**config.mk**
```make
export PLATFORM = sky130hd
export DESIGN_NAME = protection_region_envelope
export DESIGN_NICKNAME = d
export VERILOG_FILES = /design/src/pre_pkg.sv /design/src/pre_alu.sv /design/src/pre_seq.sv /design/src/protection_region_envelope.sv
export SDC_FILE = /design/constraint.sdc
export NUM_CORES = 1
export LEC_CHECK = 0
export BUFFER_PORTS_ARGS = -buffer_cell sky130_fd_sc_hd__buf_2
export CAP_MARGIN = 20
export CORE_MARGIN = 5
export CORE_UTILIZATION = 35
export CTS_BUF_LIST = sky130_fd_sc_hd__clkbuf_4 sky130_fd_sc_hd__clkbuf_8
export DETAILED_ROUTE_END_ITERATION = 8
export GPL_TIMING_DRIVEN = 0
export HOLD_SLACK_MARGIN = 0.12
export PLACE_DENSITY = 0.62
export SLEW_MARGIN = 0
export SYNTH_ARGS = -nofsm -noshare
export SYNTH_HDL_FRONTEND = slang
export SYNTH_HIERARCHICAL = 1
export SYNTH_SLANG_ARGS = --single-unit
```
**constraint.sdc**
```tcl
create_clock -name clk -period 18.1 [get_ports clk]
set_input_delay 0.905 -clock clk [delete_from_list [all_inputs] [get_ports clk]]
set_output_delay 0.905 -clock clk [all_outputs]
set_load 0.01 [all_outputs]
```
**src/pre_pkg.sv**
```systemverilog
`timescale 1ns / 1ps

package pre_pkg;

  localparam int FIELD_W      = 32;
  localparam int ADDR_W       = 32;
  localparam int SPAN_W       = ADDR_W + 1;
  localparam int K_W          = $clog2(ADDR_W + 1);
  localparam int INDEX_W      = 4;
  localparam int CODE_W       = 5;
  localparam int MASK_W       = 8;
  localparam int SUB_IDX_W    = $clog2(MASK_W);
  localparam int MIN_LOG2     = 5;
  localparam int SUB_MIN_LOG2 = 8;
  localparam int MAX_INDEX    = 7;

  typedef enum logic [2:0] {
    ST_IDLE,
    ST_SPAN,
    ST_GROW,
    ST_FIT,
    ST_MASK_LO,
    ST_MASK_HI,
    ST_OUT
  } pre_state_t;

  typedef struct packed {
    logic [SPAN_W-1:0] a;
    logic [SPAN_W-1:0] b;
    logic [SPAN_W-1:0] c;
    logic              cin;
    logic              le;
  } pre_alu_req_t;

  typedef struct packed {
    logic [SPAN_W-1:0] sum;
    logic              hit;
  } pre_alu_rsp_t;

  typedef struct packed {
    logic              accepted;
    logic [FIELD_W-1:0] base_address;
    logic [CODE_W-1:0] size_code;
    logic [MASK_W-1:0] subregion_disable;
  } pre_res_t;

  typedef struct packed {
    logic idle;
    logic res_valid;
  } pre_seq_stat_t;

endpackage

```
**src/pre_alu.sv**
```systemverilog
`timescale 1ns / 1ps

module pre_alu
  import pre_pkg::*;
(
  input  pre_alu_req_t req,
  output pre_alu_rsp_t rsp
);

  logic [SPAN_W-1:0] sum;

  assign sum     = req.a + req.b + SPAN_W'(req.cin);
  assign rsp.sum = sum;
  assign rsp.hit = req.le ? (sum <= req.c) : (sum < req.c);

endmodule

```
**src/pre_seq.sv**
```systemverilog
`timescale 1ns / 1ps

module pre_seq
  import pre_pkg::*;
(
  input  logic               clk,
  input  logic               rst,
  input  logic               go,
  input  logic [INDEX_W-1:0] region_index,
  input  logic [FIELD_W-1:0] start_address,
  input  logic [FIELD_W-1:0] end_address,
  input  logic               take,
  output pre_seq_stat_t      stat,
  output pre_res_t           res
);

  pre_state_t state, state_next;

  logic [INDEX_W-1:0]   idx;
  logic [ADDR_W-1:0]    start_a;
  logic [ADDR_W-1:0]    end_a;
  logic [ADDR_W-1:0]    span;
  logic [SPAN_W-1:0]    size;
  logic [ADDR_W-1:0]    lomask;
  logic [K_W-1:0]       k;
  logic [ADDR_W-1:0]    base;
  logic [SPAN_W-1:0]    sub;
  logic [SPAN_W-1:0]    s;
  logic [SUB_IDX_W-1:0] sub_idx;
  logic [MASK_W-1:0]    mask;
  logic                 acc;

  pre_alu_req_t req;
  pre_alu_rsp_t rsp;

  logic              span_ok;
  logic              can_grow;
  logic [ADDR_W-1:0] base_now;

  pre_alu u_alu (
    .req (req),
    .rsp (rsp)
  );

  // A clear top bit of the difference (no borrow) and a nonzero difference
  // mean end is above start.
  assign span_ok  = !rsp.sum[ADDR_W] && (rsp.sum[ADDR_W-1:0] != '0) &&
                    (idx <= INDEX_W'(MAX_INDEX));
  assign can_grow = (k < K_W'(ADDR_W));
  assign base_now = start_a & ~lomask;

  always_comb begin
    state_next = state;
    case (state)
      ST_IDLE: begin
        if (go) state_next = ST_SPAN;
      end
      ST_SPAN: begin
        state_next = span_ok ? ST_GROW : ST_OUT;
      end
      ST_GROW: begin
        if (!(rsp.hit && can_grow)) state_next = ST_FIT;
      end
      ST_FIT: begin
        if (!(rsp.hit && can_grow)) begin
          state_next = (k >= K_W'(SUB_MIN_LOG2)) ? ST_MASK_LO : ST_OUT;
        end
      end
      ST_MASK_LO: state_next = ST_MASK_HI;
      ST_MASK_HI: begin
        if (sub_idx == SUB_IDX_W'(MASK_W - 1)) state_next = ST_OUT;
        else state_next = ST_MASK_LO;
      end
      ST_OUT: begin
        if (take) state_next = ST_IDLE;
      end
      default: state_next = ST_IDLE;
    endcase
  end

  always_comb begin
    req = '0;
    case (state)
      ST_SPAN: begin
        req.a   = {1'b0, end_a};
        req.b   = ~{1'b0, start_a};
        req.cin = 1'b1;
      end
      ST_GROW: begin
        req.b = size;
        req.c = {1'b0, span};
      end
      ST_FIT: begin
        req.a = {1'b0, base_now};
        req.b = size;
        req.c = {1'b0, end_a};
      end
      ST_MASK_LO: begin
        req.a = s;
        req.c = {1'b0, end_a};
      end
      ST_MASK_HI: begin
        req.a  = s;
        req.b  = sub;
        req.c  = {1'b0, start_a};
        req.le = 1'b1;
      end
      default: req = '0;
    endcase
  end

  always_ff @(posedge clk) begin
    if (rst) begin
      state <= ST_IDLE;
    end else begin
      state <= state_next;
    end
  end

  always_ff @(posedge clk) begin
    case (state)
      ST_IDLE: begin
        if (go) begin
          idx     <= region_index;
          start_a <= start_address[ADDR_W-1:0];
          end_a   <= end_address[ADDR_W-1:0];
          size    <= SPAN_W'(1) << MIN_LOG2;
          lomask  <= (ADDR_W'(1) << MIN_LOG2) - ADDR_W'(1);
          k       <= K_W'(MIN_LOG2);
          mask    <= '0;
          sub_idx <= '0;
        end
      end
      ST_SPAN: begin
        span <= rsp.sum[ADDR_W-1:0];
        acc  <= span_ok;
        base <= '0;
      end
      ST_GROW, ST_FIT: begin
        if (rsp.hit && can_grow) begin
          size   <= size << 1;
          lomask <= {lomask[ADDR_W-2:0], 1'b1};
          k      <= k + K_W'(1);
        end else if (state == ST_FIT) begin
          base <= base_now;
          s    <= {1'b0, base_now};
          sub  <= size >> 3;
        end
      end
      ST_MASK_LO: begin
        // The eighth begins at or past the end of the interval.
        if (!rsp.hit) mask[sub_idx] <= 1'b1;
      end
      ST_MASK_HI: begin
        // The eighth ends at or before the start of the interval.
        if (rsp.hit) mask[sub_idx] <= 1'b1;
        s       <= rsp.sum;
        sub_idx <= sub_idx + SUB_IDX_W'(1);
      end
      default: begin
      end
    endcase
  end

  assign stat.idle      = (state == ST_IDLE);
  assign stat.res_valid = (state == ST_OUT);

  assign res.accepted          = acc;
  assign res.base_address      = FIELD_W'(base);
  assign res.size_code         = acc ? CODE_W'(k - K_W'(1)) : '0;
  assign res.subregion_disable = mask;

endmodule

```
**src/protection_region_envelope.sv**
```systemverilog
`timescale 1ns / 1ps

// Fits a memory protection region around the byte interval [start, end).
// Input channel s_*: one transaction per request, carrying the region index
// in s_tuser and the start and exclusive end addresses in s_tdata.
// Output channel m_*: one transaction per request; m_tuser is the accepted
// flag and m_tdata holds the aligned base, the size code (log2 of the size
// minus one) and the subregion-disable mask. A rejected request returns
// all zeros in m_tdata.
// The block works on one request at a time: s_tready is high only while
// the sequencer is idle. A request first has its span computed; an accepted
// one then doubles the size through a single shared adder and comparator
// in two doubling passes, each closed by the compare that stops the growth,
// and builds the subregion mask when the region is 256 bytes or more (two
// compares per eighth).
// The result sits in an output register, so the next request is taken
// while it waits; if the receiver stalls, the following result is held in
// the sequencer until the register frees.
// Synchronous reset returns the sequencer to idle and drops m_tvalid.
module protection_region_envelope
  import pre_pkg::*;
(
  input  logic        clk,
  input  logic        rst,
  input  logic        s_tvalid,
  output logic        s_tready,
  input  logic [63:0] s_tdata,  // [31:0] start_address, [63:32] end_address
  input  logic [3:0]  s_tuser,  // [3:0] region_index
  output logic        m_tvalid,
  input  logic        m_tready,
  // [31:0] base_address, [36:32] size_code, [44:37] subregion_disable, [47:45] zero
  output logic [47:0] m_tdata,
  output logic        m_tuser   // [0] accepted
);

  pre_seq_stat_t stat;
  pre_res_t      res;
  logic          take;

  assign s_tready = stat.idle;
  assign take     = stat.res_valid && (!m_tvalid || m_tready);

  pre_seq u_seq (
    .clk           (clk),
    .rst           (rst),
    .go            (s_tvalid && s_tready),
    .region_index  (s_tuser),
    .start_address (s_tdata[31:0]),
    .end_address   (s_tdata[63:32]),
    .take          (take),
    .stat          (stat),
    .res           (res)
  );

  always_ff @(posedge clk) begin
    if (rst) begin
      m_tvalid <= 1'b0;
    end else if (take) begin
      m_tvalid <= 1'b1;
    end else if (m_tready) begin
      m_tvalid <= 1'b0;
    end
  end

  always_ff @(posedge clk) begin
    if (take) begin
      m_tdata <= {3'b000, res.subregion_disable, res.size_code, res.base_address};
      m_tuser <= res.accepted;
    end
  end

endmodule

```
Word level (Yosys, flattened, before mapping)
Index checks and enable logic that the tools add are counted.
Word-level totals
  register bits after elaboration: 328
  bits of input ports: 72
  output and inout bits: 51
  logic and storage cells: 118
Cells by class
  $add $sub $neg: 5
  $lt $le $gt $ge: 7
  equality and inequality tests: 16
  mux-type cells: 39
  bitwise operators: 5
  reduce and logical (&&, ||, !) cells: 28
Operator list (number)
  $pmux 33 s3: 2
  $mux 33: 4
  $pmux 33 s2: 2
  $mux 32: 4
  $pmux 32 s2: 2
  $pmux 32 s3: 1
  $add 33x1->33: 1
  $add 33x33->33: 1
  $le 33x33->1: 1
  $lt 33x33->1: 1
  $not 32->33: 1
  $and 32x32->32: 1
  $not 32->32: 1
  $reduce_bool 32->1: 1
  $mux 8: 3
  $pmux 8 s3: 1
  $pmux 3 s7: 1
  $mux 3: 6
  $eq 3x3->1 const B: 4
  $mux 6: 2
  $pmux 6 s2: 1
  $reduce_and 3->1: 4
  $ne 2x1->1 const B: 5
  $reduce_bool 2->1: 5
  other kinds (25): 45

Depth between registers and ports, before layout
  depth after elaboration: 10
  mapped depth: 29

Hierarchy
Netlist, hierarchy kept.
By module, submodules not included
  pre_seq: instances 1, cells each 866, area an instance 11424.7 µm², sequential area each 7807.5 µm²
  pre_alu: instances 1, cells each 353, area an instance 2537.4 µm², sequential area each 0.0 µm²
  protection_region_envelope: instances 1, cells each 56, area an instance 1468.9 µm², sequential area each 1401.3 µm²

Worst setup path after synthesis
Ideal clock, no wire load.
  path kind: register -> register
  from: register u_seq.state[2]
  to: register u_seq.k[0], enable pin
  library setup time: 0.564 ns
  arrival: 9.318 ns
  data required time: 17.536 ns
  slack: 8.217 ns
  cell stages (with the launch flop): 24
  buffers on the path: 0
  cell sequence: dfxtp_1 -> nand2b_1 -> or2_0 -> inv_1 -> a22o_1 -> fa_1 -> inv_1 -> fa_1 -> nor2b_1 -> o2111ai_1 -> a211oi_2 -> nor2_1 -> o31ai_1 -> xor2_1 -> ha_1 -> a21o_1 -> a21o_1 -> a21oi_1 -> o21ai_0 -> a21oi_1 -> a21boi_0 -> o22ai_1 -> nand2b_1 -> o21ai_0
RTL lines
  start, declared: line pre_seq.sv:17  | pre_state_t state, state_next;
  start signal, assigned: line pre_seq.sv:116  | state <= state_next;
  end signal, assigned: line pre_seq.sv:129  | k <= K_W'(MIN_LOG2);
  end signal, assigned: line pre_seq.sv:143  | k <= k + K_W'(1);
  end, declared: line pre_seq.sv:25  | logic [K_W-1:0] k;

==> reports/summary.txt <==
Status - completed
Tot Pwr - 3.449 mW
# port buffers - 116
Global-route wire length before repair - 64580 um
Sink Count - 308
Final Critical Period - 7.568 ns
Reg clk slew, reported paths - 0.06 ns
Num CTS Buffers - 55
Post-synth cell types - 63
Initial DRC Count - 707
# DRC - 0
Netlist Area Pre-Place - 15430 um2
Crit-path max FO - 27
Commonest cells post-synth - 304 x edfxtp_1, 83 x o21ai_0, 82 x inv_1
Initial antenna violation count - 0
Largest net degree at the start of global routing - 66
Setup repair after global routing missed its margin - false
Worst Hold Depth - 0
WP data arrival - 7.88 ns
Top-area cell type share of the netlist area - 59.16%
Avg Cell Area, Syn - 12.10 um2
Area Overhead vs Synth - 16.27%
CP Capture Type - flop
First-pass DRT Iterations - 5
Crit path launch - u_seq/state[2]
EDFF count, synth - 304
Buffer count from post-CTS setup fixing - 0
Routed WL - 42880 um
Gpl congestion - 0.8975
Worst Hold Path EP - m_tdata[21]
I/O pin count - 123
CP bufs+invs - 4
Max Clock Skew - 0.05107 ns
Sequential cell area - 9209 um2
Footprint of the multi-input gates - 5654 um2
Sequential share of the synthesized area - 59.68%
Slew @ Worst Pin - 0.9703 ns
Clock Path Buffers - 3
Post_cts resized - 0
Top Family by Delay on Critical Path - compound AO/OA/AOI/OAI gates
Drt wl/cell - 20.49 um
Inst Count DP - 1995
Hold Slack - 0.4020 ns
Global Route Usage Sum - 17.50%
Vias per inst - 5.107
Setup_tns - 0 ns
Antenna cell count - 0
HPWL after DPL - 30300 um
Max incr delay on CP - 0.64 ns
RR Endpoint - u_seq/s[6]
R2R depth - 25
Core Region - 43930 um2
Reg2reg setup slack - 10.53 ns
Die Wd - 220.0 um
Synth Register Bits - 308
Pins Over Slew Limit - 0
CP Class - flop to flop
Largest cells by area after synthesis - edfxtp_1 59%, ha_1 5.5%, mux2i_1 4.2%
F_max - 0.1321 GHz
# fillers - 4241
Clk_lat worst skew - 0.65 ns
Placed instance area - 16950 um2
Hold Crit Start - u_seq/base[21]
Asr flop ratio synth - 0%
Peak supply drop - 0.1291 mV
Critical path's slowest cell - o21ai_4
Leading area contributor after synthesis - edfxtp_1
Final hold vios - 0
H-tree depth - 2
Total gr overflow - 0
Hold Buf Count CTS - 0
Fraction of layout cells with a size suffix above 1 - 18.79%
Period utilization - 41.81%
CTS tree - done
DIE HEIGHT - 220.0 um
Vias in the first global route - 10870
Area of the die - 48390 um2
Initial Util - 35.12%
Setup violations, final - 0
PwrDens - 192.2 nW/um2
Lkg Pwr - 6.771 nW
R2r startpoint - u_seq/state[2]
Post-DRT Antenna Nets - 0
Final instance area - 17940 um2
Most frequent cell after synthesis - edfxtp_1
Root buf cell - clkbuf_8
Ys flop type - edfxtp_1
Slew HR - 34.49%
Yosys warns - 6
Startpoint Class - flop
Maxcap violations - 0
Min-delay worst type - flop to flop
FP Rows - 77
Nets@finish - 1602
Synth Instances - 1275
Worst Path Required - 18.41 ns
Final Non-Filler Cells - 2093
Via Count - 10690
[flip-flops by register name, summed over array words and instances, names as in the netlist]
| name | cells |
|---|---|
| m_tdata | 45 |
| u_seq/s | 33 |
| u_seq/end_a | 32 |
| u_seq/span | 32 |
| u_seq/start_a | 32 |
| u_seq/size | 28 |
| u_seq/sub | 28 |
| u_seq/base | 27 |
| u_seq/lomask | 27 |
| u_seq/mask | 8 |
| u_seq/k | 6 |
| u_seq/state | 3 |
| u_seq/sub_idx | 3 |
| m_tuser | 1 |
| m_tvalid | 1 |
| u_seq/acc | 1 |
| u_seq/idx | 1 |
[layout by cell type (no fill, tap or decap), types with 19 or more instances in the layout]
cell type  instances
nor2_1            74
buf_2            138
clkbuf_8          56
clkinv_1          19
clkbuf_1          34
a21oi_1           69
edfxtp_1         304
mux2i_1           64
o22ai_1           34
mux2_2            28
ha_1              68
inv_1             80
nand2_1           79
and2_1            60
nand2b_1          31
xnor2_1           23
o21ai_1           20
o21ai_0           81
a21o_1            30
[layer usage]
layer	GRT usage [%]	part of all wire [%]	vias to the layer above
met5	0	0	-
met2	28.88	47	333
met4	4.493	2.1	0
met1	23.70	45	5234
li1	-	-	5062
met3	3.558	6.0	60
[stage by stage]
step	worst slack (ns)	util, %
after floorplan	8.217	-
after global placement	3.185	38.19
after detailed placement	10.65	38.57
after CTS	10.59	40.84
after global routing	10.25	40.84
final	10.53	40.84
[worst max path at each step]
stage | cells past startpoint | slack, ns | to
after floorplan | 23 | 8.22 | u_seq/k[0]
after global placement | 23 | 3.19 | u_seq/lomask[19]
after detailed placement | 25 | 10.65 | u_seq/s[20]
after CTS | 25 | 10.59 | u_seq/s[6]
after global routing | 25 | 10.25 | u_seq/s[21]
final | 25 | 10.53 | u_seq/s[6]
[logic make-up (layout without fill, tap and decap cells)]
family / Yosys count / after routing / share of synthesized area (%)
multiplexers: 92 / 92 / 6.195
AND/OR/NAND/NOR: 319 / 319 / 10.41
buffers and inverters: 151 / 370 / 4.119
other: 2 / 9 / 0.04867
XOR/XNOR: 38 / 38 / 2.157
adder cells (fa/ha/maj): 70 / 70 / 5.773
AO/OA/AOI/OAI: 295 / 295 / 11.62
flip-flops: 308 / 308 / 59.68
[where the power goes]
part           total [mW]  switching, mW  internal [mW]
Sequential           1.22          0.104           1.11
Combinational        1.63           1.06          0.573
Clock               0.603          0.292          0.311
Total                3.45           1.45           2.00
[final cells by class]
cell class | instances | share of cell area, %
tap | 592 | 4.129
sequential | 308 | 51.33
buffer | 67 | 1.785
clock inverter | 30 | 0.7532
multi-input combinational | 823 | 31.52
timing repair buffer | 121 | 3.919
inverter | 84 | 1.771
clock buffer | 68 | 4.798
No activity file was read; power rests on OpenSTA's default activity.
